===== config.mk =====
export PLATFORM = sky130hd
export DESIGN_NAME = factor_product_binary_flat
export DESIGN_NICKNAME = d
export VERILOG_FILES = /design/src/rtl/fpb_pkg.sv /design/src/rtl/fpb_req_if.sv /design/src/rtl/fpb_rsp_if.sv /design/src/rtl/fpb_queue.sv /design/src/rtl/fpb_front.sv /design/src/rtl/fpb_back.sv /design/src/rtl/factor_product_binary.sv /design/src/flat_wrapper.sv
export SDC_FILE = /design/constraint.sdc
export NUM_CORES = 2
export LEC_CHECK = 0
export ABC_AREA = 0
export ABC_CLOCK_PERIOD_IN_PS = 17130
export BUFFER_PORTS_ARGS = -buffer_cell sky130_fd_sc_hd__buf_4
export CAP_MARGIN = 40
export CORE_MARGIN = 5
export CORE_UTILIZATION = 47
export CTS_CLUSTER_DIAMETER = 40
export DETAILED_ROUTE_END_ITERATION = 6
export GPL_TIMING_DRIVEN = 0
export SYNTH_ARGS = -nofsm -noshare
export SYNTH_HDL_FRONTEND = slang
export SYNTH_SLANG_ARGS = --single-unit

===== constraint.sdc =====
create_clock -name clock -period 17.13 [get_ports clock]
set_input_delay 3.426 -clock clock [delete_from_list [all_inputs] [get_ports clock]]
set_output_delay 3.426 -clock clock [all_outputs]
set_load 0.005 [all_outputs]

===== src/rtl/fpb_pkg.sv =====
package fpb_pkg;

   localparam int ID_BITS        = 16;
   localparam int COUNT_BITS     = 3;
   localparam int KIND_BITS      = 3;
   localparam int CSR_INDEX_BITS = 1;
   localparam int QUEUE_DEPTH    = 2;

   localparam logic [2:0] OP_FIRST_ID     = 3'd0;
   localparam logic [2:0] OP_SECOND_ID    = 3'd1;
   localparam logic [2:0] OP_FIRST_ENTRY  = 3'd2;
   localparam logic [2:0] OP_SECOND_ENTRY = 3'd3;
   localparam logic [2:0] OP_COMPUTE      = 3'd4;

   localparam logic [CSR_INDEX_BITS-1:0] CSR_FIRST_COUNT  = 1'b0;
   localparam logic [CSR_INDEX_BITS-1:0] CSR_SECOND_COUNT = 1'b1;

   typedef enum logic [KIND_BITS-1:0] {
      KIND_FIRST_ID,
      KIND_SECOND_ID,
      KIND_FIRST_ENTRY,
      KIND_SECOND_ENTRY,
      KIND_COMPUTE
   } kind_type;

endpackage


===== src/rtl/fpb_req_if.sv =====
interface fpb_req_if #(
   parameter int MAX_VARS  = 6,
   parameter int PROB_BITS = 16
);
   logic                  valid;
   logic                  ready;
   logic [2:0]            operation;
   logic [MAX_VARS-1:0]   slot;
   logic [15:0]           variable_id;
   logic [PROB_BITS-1:0]  probability;

   modport source (output valid, output operation, output slot, output variable_id,
                   output probability, input ready);
   modport sink (input valid, input operation, input slot, input variable_id,
                 input probability, output ready);
endinterface


===== src/rtl/fpb_rsp_if.sv =====
interface fpb_rsp_if #(
   parameter int MAX_VARS  = 6,
   parameter int PROB_BITS = 16
);
   logic                  valid;
   logic                  ready;
   logic [MAX_VARS-1:0]   result_index;
   logic [PROB_BITS-1:0]  result_probability;
   logic                  larger_is_second;
   logic                  status;
   logic                  last;

   modport source (output valid, output result_index, output result_probability,
                   output larger_is_second, output status, output last, input ready);
   modport sink (input valid, input result_index, input result_probability,
                 input larger_is_second, input status, input last, output ready);
endinterface


===== src/rtl/fpb_queue.sv =====
module fpb_queue #(
   parameter int WIDTH = 41
) (
   input  logic             clock,
   input  logic             reset,
   input  logic             push,
   input  logic [WIDTH-1:0] push_data,
   output logic             full,
   input  logic             pop,
   output logic             head_valid,
   output logic [WIDTH-1:0] head_data
);
   import fpb_pkg::*;

   localparam int PW   = (QUEUE_DEPTH > 1) ? $clog2(QUEUE_DEPTH) : 1;
   localparam int CNTW = $clog2(QUEUE_DEPTH + 1);

   logic [WIDTH-1:0] data_ff [QUEUE_DEPTH];
   logic [PW-1:0]    head_ff, head_in;
   logic [PW-1:0]    tail_ff, tail_in;
   logic [CNTW-1:0]  count_ff, count_in;
   logic             do_push, do_pop;

   assign full       = (count_ff == CNTW'(QUEUE_DEPTH));
   assign head_valid = (count_ff != '0);
   assign head_data  = data_ff[head_ff];
   assign do_push    = push && !full;
   assign do_pop     = pop && head_valid;

   always_comb begin
      head_in  = head_ff;
      tail_in  = tail_ff;
      count_in = count_ff;
      if (do_push) begin
         tail_in = (tail_ff == PW'(QUEUE_DEPTH - 1)) ? '0 : tail_ff + 1'b1;
      end
      if (do_pop) begin
         head_in = (head_ff == PW'(QUEUE_DEPTH - 1)) ? '0 : head_ff + 1'b1;
      end
      if (do_push && !do_pop) begin
         count_in = count_ff + 1'b1;
      end else if (do_pop && !do_push) begin
         count_in = count_ff - 1'b1;
      end
   end

   always_ff @(posedge clock) begin
      if (reset) begin
         head_ff  <= '0;
         tail_ff  <= '0;
         count_ff <= '0;
      end else begin
         head_ff  <= head_in;
         tail_ff  <= tail_in;
         count_ff <= count_in;
      end
   end

   always_ff @(posedge clock) begin
      if (do_push) begin
         data_ff[tail_ff] <= push_data;
      end
   end

endmodule


===== src/rtl/fpb_front.sv =====
module fpb_front #(
   parameter int MAX_VARS  = 6,
   parameter int PROB_BITS = 16
) (
   fpb_req_if.sink req_chan,
   input  logic    queue_full,
   output logic    push,
   output logic [fpb_pkg::KIND_BITS+MAX_VARS+fpb_pkg::ID_BITS+PROB_BITS-1:0] push_data
);
   import fpb_pkg::*;

   kind_type kind;
   logic     keep;

   assign req_chan.ready = !queue_full;

   always_comb begin
      kind = KIND_COMPUTE;
      keep = 1'b1;
      case (req_chan.operation)
         OP_FIRST_ID: begin
            kind = KIND_FIRST_ID;
            keep = (32'(req_chan.slot) < MAX_VARS);
         end
         OP_SECOND_ID: begin
            kind = KIND_SECOND_ID;
            keep = (32'(req_chan.slot) < MAX_VARS);
         end
         OP_FIRST_ENTRY: begin
            kind = KIND_FIRST_ENTRY;
         end
         OP_SECOND_ENTRY: begin
            kind = KIND_SECOND_ENTRY;
         end
         OP_COMPUTE: begin
            kind = KIND_COMPUTE;
         end
         default: begin
            keep = 1'b0;
         end
      endcase
   end

   assign push      = req_chan.valid && !queue_full && keep;
   assign push_data = {kind, req_chan.slot, req_chan.variable_id, req_chan.probability};

endmodule


===== src/rtl/fpb_back.sv =====
module fpb_back #(
   parameter int MAX_VARS  = 6,
   parameter int PROB_BITS = 16
) (
   input  logic clock,
   input  logic reset,
   input  logic head_valid,
   input  logic [fpb_pkg::KIND_BITS+MAX_VARS+fpb_pkg::ID_BITS+PROB_BITS-1:0] head_data,
   output logic pop,
   input  logic csr_we,
   input  logic [fpb_pkg::CSR_INDEX_BITS-1:0] csr_index,
   input  logic [fpb_pkg::COUNT_BITS-1:0] csr_wdata,
   fpb_rsp_if.source rsp_chan
);
   import fpb_pkg::*;

   localparam int IW    = (MAX_VARS > 1) ? $clog2(MAX_VARS) : 1;
   localparam int CW    = $clog2(MAX_VARS + 1);
   localparam int QW    = KIND_BITS + MAX_VARS + ID_BITS + PROB_BITS;
   localparam int DEPTH = 1 << MAX_VARS;

   typedef enum logic [1:0] {ST_IDLE, ST_MATCH, ST_ERROR, ST_RUN} state_type;

   typedef struct packed {
      logic [MAX_VARS-1:0] index;
      logic                lsec;
      logic                err;
      logic                last;
   } tag_type;

   function automatic logic [CW-1:0] clamp_count(input logic [COUNT_BITS-1:0] c);
      if (32'(c) > MAX_VARS) begin
         return CW'(MAX_VARS);
      end
      return CW'(c);
   endfunction

   kind_type               q_kind;
   logic [MAX_VARS-1:0]    q_slot;
   logic [ID_BITS-1:0]     q_id;
   logic [PROB_BITS-1:0]   q_prob;

   state_type              state_ff, state_in;
   logic [COUNT_BITS-1:0]  first_count_ff, first_count_in;
   logic [COUNT_BITS-1:0]  second_count_ff, second_count_in;
   logic                   lsec_ff, lsec_in;
   logic [CW-1:0]          cs_ff, cs_in;
   logic [CW-1:0]          cl_ff, cl_in;
   logic [CW-1:0]          j_ff, j_in;
   logic [MAX_VARS-1:0]    i_ff, i_in;
   logic [IW-1:0]          pos_ff [MAX_VARS];
   logic [IW-1:0]          pos_in [MAX_VARS];
   logic [IW-1:0]          seq_ff [MAX_VARS];
   logic [IW-1:0]          seq_in [MAX_VARS];
   logic [ID_BITS-1:0]     first_ids_ff [MAX_VARS];
   logic [ID_BITS-1:0]     first_ids_in [MAX_VARS];
   logic [ID_BITS-1:0]     second_ids_ff [MAX_VARS];
   logic [ID_BITS-1:0]     second_ids_in [MAX_VARS];

   logic [PROB_BITS-1:0]   first_mem [DEPTH];
   logic [PROB_BITS-1:0]   second_mem [DEPTH];
   logic [PROB_BITS-1:0]   first_rd_ff, second_rd_ff;

   logic                   s1_valid_ff, s2_valid_ff, s3_valid_ff;
   tag_type                s1_tag_ff, s2_tag_ff, s3_tag_ff;
   logic [2*PROB_BITS-1:0] prod_ff;
   logic [PROB_BITS-1:0]   s3_prob_ff;
   logic [PROB_BITS:0]     shifted;
   logic [PROB_BITS-1:0]   sat_prob;

   logic                   en;
   logic                   issue;
   tag_type                issue_tag;
   logic                   first_we, second_we;
   logic [MAX_VARS-1:0]    rd_first_addr, rd_second_addr;
   logic [MAX_VARS-1:0]    sidx;
   logic [MAX_VARS-1:0]    last_mask;
   logic                   run_last;
   logic [ID_BITS-1:0]     sid;
   logic                   found;
   logic [IW-1:0]          pos_hit, seq_hit;
   logic [CW-1:0]          c1, c2;

   assign q_kind = kind_type'(head_data[QW-1 -: KIND_BITS]);
   assign q_slot = head_data[ID_BITS+PROB_BITS +: MAX_VARS];
   assign q_id   = head_data[PROB_BITS +: ID_BITS];
   assign q_prob = head_data[PROB_BITS-1:0];

   assign en = !s3_valid_ff || rsp_chan.ready;
   assign c1 = clamp_count(first_count_ff);
   assign c2 = clamp_count(second_count_ff);

   always_comb begin
      sid     = lsec_ff ? first_ids_ff[j_ff[IW-1:0]] : second_ids_ff[j_ff[IW-1:0]];
      found   = 1'b0;
      pos_hit = '0;
      seq_hit = '0;
      for (int k = MAX_VARS - 1; k >= 0; k--) begin
         if (k < int'(cl_ff) &&
             (lsec_ff ? second_ids_ff[k] : first_ids_ff[k]) == sid) begin
            found   = 1'b1;
            pos_hit = IW'(k);
         end
         if (k < int'(cs_ff) &&
             (lsec_ff ? first_ids_ff[k] : second_ids_ff[k]) == sid) begin
            seq_hit = IW'(k);
         end
      end
   end

   always_comb begin
      sidx = '0;
      for (int m = 0; m < MAX_VARS; m++) begin
         if (m < int'(cs_ff) && i_ff[pos_ff[m]]) begin
            sidx[seq_ff[m]] = 1'b1;
         end
         last_mask[m] = (m < int'(cl_ff));
      end
   end

   assign run_last       = (i_ff == last_mask);
   assign rd_first_addr  = lsec_ff ? sidx : i_ff;
   assign rd_second_addr = lsec_ff ? i_ff : sidx;

   always_comb begin
      state_in        = state_ff;
      first_count_in  = first_count_ff;
      second_count_in = second_count_ff;
      lsec_in         = lsec_ff;
      cs_in           = cs_ff;
      cl_in           = cl_ff;
      j_in            = j_ff;
      i_in            = i_ff;
      pos_in          = pos_ff;
      seq_in          = seq_ff;
      first_ids_in    = first_ids_ff;
      second_ids_in   = second_ids_ff;
      pop             = 1'b0;
      first_we        = 1'b0;
      second_we       = 1'b0;
      issue           = 1'b0;
      issue_tag       = '{index: i_ff, lsec: lsec_ff, err: 1'b0, last: run_last};

      if (csr_we) begin
         case (csr_index)
            CSR_FIRST_COUNT:  first_count_in  = csr_wdata;
            CSR_SECOND_COUNT: second_count_in = csr_wdata;
            default: ;
         endcase
      end

      case (state_ff)
         ST_IDLE: begin
            pop = head_valid;
            if (head_valid) begin
               case (q_kind)
                  KIND_FIRST_ID:     first_ids_in[q_slot[IW-1:0]] = q_id;
                  KIND_SECOND_ID:    second_ids_in[q_slot[IW-1:0]] = q_id;
                  KIND_FIRST_ENTRY:  first_we = 1'b1;
                  KIND_SECOND_ENTRY: second_we = 1'b1;
                  KIND_COMPUTE: begin
                     lsec_in  = (c1 < c2);
                     cs_in    = (c1 < c2) ? c1 : c2;
                     cl_in    = (c1 < c2) ? c2 : c1;
                     j_in     = '0;
                     state_in = ST_MATCH;
                  end
                  default: ;
               endcase
            end
         end
         ST_MATCH: begin
            if (j_ff == cs_ff) begin
               i_in     = '0;
               state_in = ST_RUN;
            end else if (!found) begin
               state_in = ST_ERROR;
            end else begin
               pos_in[j_ff[IW-1:0]] = pos_hit;
               seq_in[j_ff[IW-1:0]] = seq_hit;
               j_in                 = j_ff + 1'b1;
            end
         end
         ST_ERROR: begin
            if (en) begin
               issue     = 1'b1;
               issue_tag = '{index: '0, lsec: lsec_ff, err: 1'b1, last: 1'b1};
               state_in  = ST_IDLE;
            end
         end
         ST_RUN: begin
            if (en) begin
               issue = 1'b1;
               if (run_last) begin
                  state_in = ST_IDLE;
               end else begin
                  i_in = i_ff + 1'b1;
               end
            end
         end
         default: begin
            state_in = ST_IDLE;
         end
      endcase
   end

   assign shifted  = prod_ff[2*PROB_BITS-1:PROB_BITS-1];
   assign sat_prob = shifted[PROB_BITS] ? '1 : shifted[PROB_BITS-1:0];

   always_ff @(posedge clock) begin
      if (reset) begin
         state_ff        <= ST_IDLE;
         first_count_ff  <= '0;
         second_count_ff <= '0;
         s1_valid_ff     <= 1'b0;
         s2_valid_ff     <= 1'b0;
         s3_valid_ff     <= 1'b0;
      end else begin
         state_ff        <= state_in;
         first_count_ff  <= first_count_in;
         second_count_ff <= second_count_in;
         if (en) begin
            s1_valid_ff <= issue;
            s2_valid_ff <= s1_valid_ff;
            s3_valid_ff <= s2_valid_ff;
         end
      end
      lsec_ff       <= lsec_in;
      cs_ff         <= cs_in;
      cl_ff         <= cl_in;
      j_ff          <= j_in;
      i_ff          <= i_in;
      pos_ff        <= pos_in;
      seq_ff        <= seq_in;
      first_ids_ff  <= first_ids_in;
      second_ids_ff <= second_ids_in;
      if (en) begin
         s1_tag_ff  <= issue_tag;
         s2_tag_ff  <= s1_tag_ff;
         s3_tag_ff  <= s2_tag_ff;
         prod_ff    <= s1_tag_ff.err ? '0 :
                       (2*PROB_BITS)'(first_rd_ff) * (2*PROB_BITS)'(second_rd_ff);
         s3_prob_ff <= sat_prob;
      end
   end

   always_ff @(posedge clock) begin
      if (first_we) begin
         first_mem[q_slot] <= q_prob;
      end
      if (en) begin
         first_rd_ff <= first_mem[rd_first_addr];
      end
   end

   always_ff @(posedge clock) begin
      if (second_we) begin
         second_mem[q_slot] <= q_prob;
      end
      if (en) begin
         second_rd_ff <= second_mem[rd_second_addr];
      end
   end

   assign rsp_chan.valid              = s3_valid_ff;
   assign rsp_chan.result_index       = s3_tag_ff.index;
   assign rsp_chan.result_probability = s3_prob_ff;
   assign rsp_chan.larger_is_second   = s3_tag_ff.lsec;
   assign rsp_chan.status             = s3_tag_ff.err;
   assign rsp_chan.last               = s3_tag_ff.last;

endmodule


===== src/rtl/factor_product_binary.sv =====
// Product of two probability tables over binary variables. Load transfers pass a
// two-entry queue and are executed one per cycle while no compute is running; ids
// go to registers and table entries to two memories. A compute transfer first
// locates each variable of the smaller factor in the larger factor's id list, and
// then streams one result per cycle while the response channel is ready, 2^n
// results for a larger factor of n variables, through a read, multiply and
// saturate pipeline; each table memory is read through a single port. A missing
// variable ends the search early and yields one error result.
// Configuration writes to the variable counts take effect on the next compute.
module factor_product_binary #(
   parameter int MAX_VARS  = 6,
   parameter int PROB_BITS = 16
) (
   input  logic                                clock,
   input  logic                                reset,
   fpb_req_if.sink                             req_chan,
   fpb_rsp_if.source                           rsp_chan,
   input  logic                                csr_we,
   input  logic [fpb_pkg::CSR_INDEX_BITS-1:0]  csr_index,
   input  logic [fpb_pkg::COUNT_BITS-1:0]      csr_wdata
);
   import fpb_pkg::*;

   localparam int QW = KIND_BITS + MAX_VARS + ID_BITS + PROB_BITS;

   logic          push, queue_full, pop, head_valid;
   logic [QW-1:0] push_data, head_data;

   fpb_front #(.MAX_VARS(MAX_VARS), .PROB_BITS(PROB_BITS)) u_front (
      .req_chan   (req_chan),
      .queue_full (queue_full),
      .push       (push),
      .push_data  (push_data)
   );

   fpb_queue #(.WIDTH(QW)) u_queue (
      .clock      (clock),
      .reset      (reset),
      .push       (push),
      .push_data  (push_data),
      .full       (queue_full),
      .pop        (pop),
      .head_valid (head_valid),
      .head_data  (head_data)
   );

   fpb_back #(.MAX_VARS(MAX_VARS), .PROB_BITS(PROB_BITS)) u_back (
      .clock      (clock),
      .reset      (reset),
      .head_valid (head_valid),
      .head_data  (head_data),
      .pop        (pop),
      .csr_we     (csr_we),
      .csr_index  (csr_index),
      .csr_wdata  (csr_wdata),
      .rsp_chan   (rsp_chan)
   );

endmodule

===== src/flat_wrapper.sv =====
// flat-port wrapper written by rule: the top's interface ports become plain ports
module factor_product_binary_flat import fpb_pkg::*;
#(
   parameter int MAX_VARS  = 6,
   parameter int PROB_BITS = 16
)
  (clock, reset, csr_we, csr_index, csr_wdata, req_chan_valid, req_chan_operation, req_chan_slot, req_chan_variable_id, req_chan_probability, req_chan_ready, rsp_chan_valid, rsp_chan_result_index, rsp_chan_result_probability, rsp_chan_larger_is_second, rsp_chan_status, rsp_chan_last, rsp_chan_ready);
  fpb_req_if #(.MAX_VARS(MAX_VARS), .PROB_BITS(PROB_BITS)) req_chan_i ();
  fpb_rsp_if #(.MAX_VARS(MAX_VARS), .PROB_BITS(PROB_BITS)) rsp_chan_i ();
  input  logic clock;
  input  logic reset;
  input  logic csr_we;
  input  logic [fpb_pkg::CSR_INDEX_BITS-1:0] csr_index;
  input  logic [fpb_pkg::COUNT_BITS-1:0] csr_wdata;
  input wire logic [$bits(req_chan_i.valid)-1:0] req_chan_valid;
  input wire logic [$bits(req_chan_i.operation)-1:0] req_chan_operation;
  input wire logic [$bits(req_chan_i.slot)-1:0] req_chan_slot;
  input wire logic [$bits(req_chan_i.variable_id)-1:0] req_chan_variable_id;
  input wire logic [$bits(req_chan_i.probability)-1:0] req_chan_probability;
  output wire logic [$bits(req_chan_i.ready)-1:0] req_chan_ready;
  output wire logic [$bits(rsp_chan_i.valid)-1:0] rsp_chan_valid;
  output wire logic [$bits(rsp_chan_i.result_index)-1:0] rsp_chan_result_index;
  output wire logic [$bits(rsp_chan_i.result_probability)-1:0] rsp_chan_result_probability;
  output wire logic [$bits(rsp_chan_i.larger_is_second)-1:0] rsp_chan_larger_is_second;
  output wire logic [$bits(rsp_chan_i.status)-1:0] rsp_chan_status;
  output wire logic [$bits(rsp_chan_i.last)-1:0] rsp_chan_last;
  input wire logic [$bits(rsp_chan_i.ready)-1:0] rsp_chan_ready;
  assign req_chan_i.valid = req_chan_valid;
  assign req_chan_i.operation = req_chan_operation;
  assign req_chan_i.slot = req_chan_slot;
  assign req_chan_i.variable_id = req_chan_variable_id;
  assign req_chan_i.probability = req_chan_probability;
  assign req_chan_ready = req_chan_i.ready;
  assign rsp_chan_valid = rsp_chan_i.valid;
  assign rsp_chan_result_index = rsp_chan_i.result_index;
  assign rsp_chan_result_probability = rsp_chan_i.result_probability;
  assign rsp_chan_larger_is_second = rsp_chan_i.larger_is_second;
  assign rsp_chan_status = rsp_chan_i.status;
  assign rsp_chan_last = rsp_chan_i.last;
  assign rsp_chan_i.ready = rsp_chan_ready;
  factor_product_binary #(.MAX_VARS(MAX_VARS), .PROB_BITS(PROB_BITS)) u_core (.clock(clock), .reset(reset), .req_chan(req_chan_i), .rsp_chan(rsp_chan_i), .csr_we(csr_we), .csr_index(csr_index), .csr_wdata(csr_wdata));
endmodule

# After elaboration in Yosys (flattened, before gate mapping)
# Memories as Yosys holds them, arrays and structs flattened. A register that Yosys moved wholly into a read port is not among the register bits.
# Cells that the tools add are included.
# word_totals
mem_bits_ro	0
ff_bits	334
output_inout_bits	27
latchBits	0
word_cells	326
mem_count	3
mem_bits_rw	2130
# memory_table
name	words	word_bits	read_ports	rd_ports_with_merged_regs	wr	line_no	text
u_core.u_back.first_mem	64	16	1	1	1	fpb_back.sv:60	logic [PROB_BITS-1:0] first_mem [DEPTH];
u_core.u_back.second_mem	64	16	1	1	1	fpb_back.sv:61	logic [PROB_BITS-1:0] second_mem [DEPTH];
u_core.u_queue.data_ff	2	41	1	1	1	fpb_queue.sv:18	logic [WIDTH-1:0] data_ff [QUEUE_DEPTH];
# op_classes
n_reduce_logical	56
n_div	0
add_sub_neg	6
n_lt_le_gt_ge	38
multipliers	1
n_shift	0
eq_ne	36
mux	125
n_bitwise	9
# op_table
operator	count
two-way mux 16 bit	18
bitwise mux 96 bit	2
== test 16 bit	12
binary-select mux 16 bit (select 3 bit)	2
two-way mux 3 bit	23
two-way mux 6 bit	11
demux 16 bit (select 3 bit)	1
< comparator 3 x 4 -> 1 bit, second input constant	12
two-way mux 1 bit	38
bitwise mux 18 bit	2
logical AND 1 bit	32
multiplier 16 x 16 -> 32 bit	1
bitwise OR 6 bit	5
two-way mux 2 bit	10
binary-select mux 1 bit (select 3 bit)	6
demux 1 bit (select 3 bit)	6
>= comparator 3 x 1 -> 1 bit, second input constant	6
!= test 2 bit, second input constant	8
== test 3 x 2 -> 1 bit, second input constant	4
< comparator 1 x 3 -> 1 bit, first input constant	4
< comparator 2 x 3 -> 1 bit, first input constant	4
< comparator 3 bit, first input constant	4
case mux 3 bit (4 select lines)	1
case mux 6 bit (2 select lines)	1
other kinds (36)	58

# Depth between registers and ports, before layout
# logic_depth
ltp_word	16
ltp_mapped	25

# Hierarchy
# Synthesis repeated with hierarchy kept, for this count alone.
# unflattened
hier_cells	8733
area_unflattened_um2	112376.5
# modules_own_cells
module	area_each_um2	instances	cells_each
fpb_back	108860.7	1	8534
fpb_queue	3169.3	1	153
fpb_front	346.6	1	46

# Worst setup path after synthesis
# Ideal clock, no wire load.
# synth_path
kind	input -> register
start	input port req_chan_slot[1]
end	memory u_core.u_queue.data_ff[0][0] (enable)
setup_ns	0.444
setup_slack_ns	10.627
path_buffers	0
stages	5
arrival_ns	6.058
cell_sequence	a2111oi_0 -> nor2_1 -> o21ai_0 -> and3_1 -> nor2b_1
# synth_between
elab_chain_len	6
# synth_rtl
element	line_no	text
start, declared	flat_wrapper.sv:17	input wire logic [$bits(req_chan_i.slot)-1:0] req_chan_slot;
< comparator 6 x 3 -> 1 bit	fpb_front.sv:23, fpb_front.sv:27	
case mux 1 bit (2 select lines)	fpb_front.sv:20	case (req_chan.operation)
logical AND 1 bit	fpb_front.sv:44	assign push = req_chan.valid && !queue_full && keep;
logical AND 1 bit	fpb_queue.sv:27	assign do_push = push && !full;
named net u_core.u_queue.do_push	fpb_queue.sv:22	logic do_push, do_pop;
two-way mux 1 bit	fpb_queue.sv:60	if (do_push) begin
two-way mux 1 bit (implied by the code)	fpb_queue.sv:61	data_ff[tail_ff] <= push_data;
end, declared	fpb_queue.sv:18	
# The timed path passes the listed nets, and every way through them passes these cells.

# Final worst setup path
# layout_path
start	register u_core.u_back.first_rd_ff[8], read port of u_core.u_back.first_mem
end	register u_core.u_back.prod_ff[30], data pin
# layout_between
elab_chain_len	1
# layout_rtl
element	line_no	text
start, declared	fpb_back.sv:62	logic [PROB_BITS-1:0] first_rd_ff, second_rd_ff;
multiplier 16 x 16 -> 32 bit	fpb_back.sv:242	(2*PROB_BITS)'(first_rd_ff) * (2*PROB_BITS)'(second_rd_ff);
end signal, assigned	fpb_back.sv:241	prod_ff <= s1_tag_ff.err ? '0 :
end, declared	fpb_back.sv:66	logic [2*PROB_BITS-1:0] prod_ff;
# Every way passes these cells.
# A chain may end at the register's enable or synchronous reset.

==> metrics <==
Longest Clk Path Bufs 4; synthesized area 110000 um^2; sequential share of the synthesized area 67.4%; top cell type's share of synthesized area 67.1%; CP cell instances clkbuf_1, nand2_1, fa_1, fa_1, fa_1, inv_1, fa_1, fa_1, inv_1, fa_1, inv_1, ha_1, o21ai_0, nand2b_1, a21oi_1, a311oi_1, o21a_1, o31ai_1, a21oi_1, o21a_1, a31oi_1, mux2_2; DR DRC count 0; Max Cap Viol 0; Post-synth EDFFs 2466; hold buffers post-CTS 0; Mapped Avg Cell Area 13.2 um^2; Worst Skew 0.105 ns; Synthesized Nets 8689; CP startpoint kind flop; WL per Instance 30.9 um; worst-skew pair later-pin latency 1.01 ns; gr usage total 30.9%; VDD IR max 318 uV; Antenna Nets Post-Route 0; largest net degree at the start of global routing 129; worst hold path class flop to flop; Area contributors post-synth edfxtp_1 (67%), nand2_1 (6.0%), mux2i_1 (3.8%), fa_1 (3.5%), a21oi_1 (2.4%); global route total overflow 0; Synth Warn # 0; Vias 75600; Max Transition Viols Final 0; cell row count 178; setup TNS 0 ns; ys async rst share 0%; CTS Sinks 2482; RSZ-0062 raised after global routing no; Slew Limit Headroom 31.3%; outcome complete, no violations; fin nets 9370; postcts setup bufs 0; Setup crit start u_core.u_back.first_rd_ff[8]; core box area 235000 um^2; clk slew on worst S/H paths 0.05 ns; CP endpoint kind flop; CTS tree yes; post-cts sizing count 0; Yosys top cell by area edfxtp_1; Layout area overhead 19.3%; hold_sp u_core.u_back.s1_tag_ff[6]; Final GP Congestion 1.01; DPL Wire Length 270 mm; Post-Syn Instances 8338; pre-CTS setup slack 9.93 ns; most frequent cell after synthesis edfxtp_1; initial core utilization 47.1%; H-tree Lvls 5; final wirelength 385 mm; CP required 17.76 ns; TritonCTS Buffers 379; Pwr Density 153 nW/um^2; initial antenna violation count 22; final hold violations 0; vias per cell 6.06; Data arrival, critical path 7.96 ns; FMAX 136 MHz; Ports 77; Crit-path slowest cell edfxtp_1; First-pass DRT Iterations 7; synth cell count leaders edfxtp_1 (2466), nand2_1 (1770), a21oi_1 (524); die area 245000 um^2; Synth Register Bits 2482; first-pass GRT wire length 540 mm; critical path's most frequent cell fa_1; final worst-path cycle share 42.8%; Worst R2R Setup Slack 9.80 ns; worst slew pin tran 1.03 ns; Crit path largest cell delay 0.63 ns; worst-path fanout max 10; number of global-route vias before repair 73200; clk root buf clkbuf_16; Reg2Reg Launch Point u_core.u_back.first_rd_ff[8]; leakage power 46.9 nW; final setup margin 9.80 ns; Iter 0 DRT Violations 10300; fin crit period 7.33 ns; layout cell share with drive strength beyond 1 15.4%; die width 495 um; Setup Crit Path Kind flop to flop; PortBufs 75; Final Setup Violations 0; post-synth cell types 96; Synth Flop Type edfxtp_1; height of the die 495 um
[placed cells by master (no fill, tap or decap), types with 47 or more instances in the layout]
| master | n |
|---|---|
| a21oi_1 | 524 |
| a31oi_1 | 58 |
| a32oi_1 | 175 |
| and2_1 | 149 |
| buf_2 | 185 |
| buf_4 | 119 |
| buf_8 | 132 |
| clkbuf_1 | 257 |
| clkbuf_16 | 387 |
| clkinv_2 | 49 |
| clkinvlp_4 | 47 |
| edfxtp_1 | 2466 |
| fa_1 | 193 |
| ha_1 | 108 |
| inv_1 | 252 |
| mux2_2 | 63 |
| mux2i_1 | 415 |
| nand2_1 | 1770 |
| nand3_1 | 355 |
| nand4_1 | 117 |
| nor2_1 | 92 |
| nor2_2 | 138 |
| nor4_1 | 51 |
| o21ai_0 | 142 |
| o22ai_1 | 66 |
| xnor2_1 | 125 |
| xor2_1 | 74 |
[metal layers]
layer	GRT usage, %	vias up	part of all wire (%)
li1	-	32200	-
met3	7.13	934	10
met2	47.0	4326	45
met5	0	-	0.027
met1	42.1	38100	39
met4	15.3	18	5.9
[area by class of cell]
cell class                      instances  area, um^2
Clock buffer                          414        9810
Fill cell                           18800      103000
Buffer                                482        2260
Timing Repair Buffer                  300        4080
Sequential cell                      2482       74400
Tap cell                             3150        3940
Clock inverter                        263        2780
Inverter                              255         962
Antenna cell                            6        15.0
Multi-Input combinational cell       5119       33500
[final timing paths]
path,endpoint,depth (start not counted)
worst max-delay path,u_core.u_back.prod_ff[30],22
worst min-delay path,u_core.u_back.s2_tag_ff[6],0
worst max register to register,u_core.u_back.prod_ff[30],22
worst min register to register,u_core.u_back.s2_tag_ff[6],0
[logic make-up (layout without fill, tap and decap cells)]
logic type                 count (synthesis)  in the layout  synth area share (%)
xor gates and xnor gates                 199            199                  1.58
other                                      0              6                     0
adders and majority gates                301            301                  4.72
buffers and inverters                    737           1714                  2.91
muxes                                    506            506                  4.80
DFF                                     2482           2482                  67.4
AOI/OAI and AO/OA                       1197           1197                  6.94
and+or+nand+nor                         2916           2916                  11.7
[critical path, delay by kind of cell, from the launching register on]
kind | cells | cell delay [ns]
DFF | 1 | 0.63
muxes | 1 | 0.41
buffers and inverters | 4 | 0.74
adders and majority gates | 7 | 3.21
and+or+nand+nor | 2 | 0.22
AOI/OAI and AO/OA | 8 | 1.81
[sequential cells by signal, summed over array words and instances, names as in the netlist, 16 cells and up, named ones only]
register / cells
u_core.u_back.first_mem: 1024
u_core.u_back.second_mem: 1024
u_core.u_back.first_ids_ff: 96
u_core.u_back.second_ids_ff: 96
u_core.u_queue.data_ff: 82
u_core.u_back.pos_ff: 18
u_core.u_back.seq_ff: 18
u_core.u_back.prod_ff: 17
u_core.u_back.first_rd_ff: 16
u_core.u_back.rsp_chan.result_probability: 16
u_core.u_back.second_rd_ff: 16
[stage by stage]
| stage | hold slack (ns) | instances | instance area (um^2) | utilization (%) | total power [mW] |
|---|---|---|---|---|---|
| floorplan | 0.400 | 8338 | 110000 | - | 10.7 |
| global placement | 0.407 | 11600 | 115000 | 49.0 | 12.5 |
| detailed placement | 0.409 | 11800 | 119000 | 50.8 | 12.6 |
| CTS | 0.410 | 12500 | 132000 | 56.1 | 20.2 |
| global route | 0.412 | 12500 | 132000 | 56.2 | 21.1 |
| finish | 0.409 | 12500 | 132000 | 56.2 | 20.1 |
[where the power goes]
| part | switching, mW | internal (mW) |
|---|---|---|
| sequential | 0.0840 | 7.24 |
| clock | 2.90 | 4.74 |
| combinational | 3.29 | 1.88 |
| total | 6.27 | 13.9 |
Power figures use the tool's default switching activity.
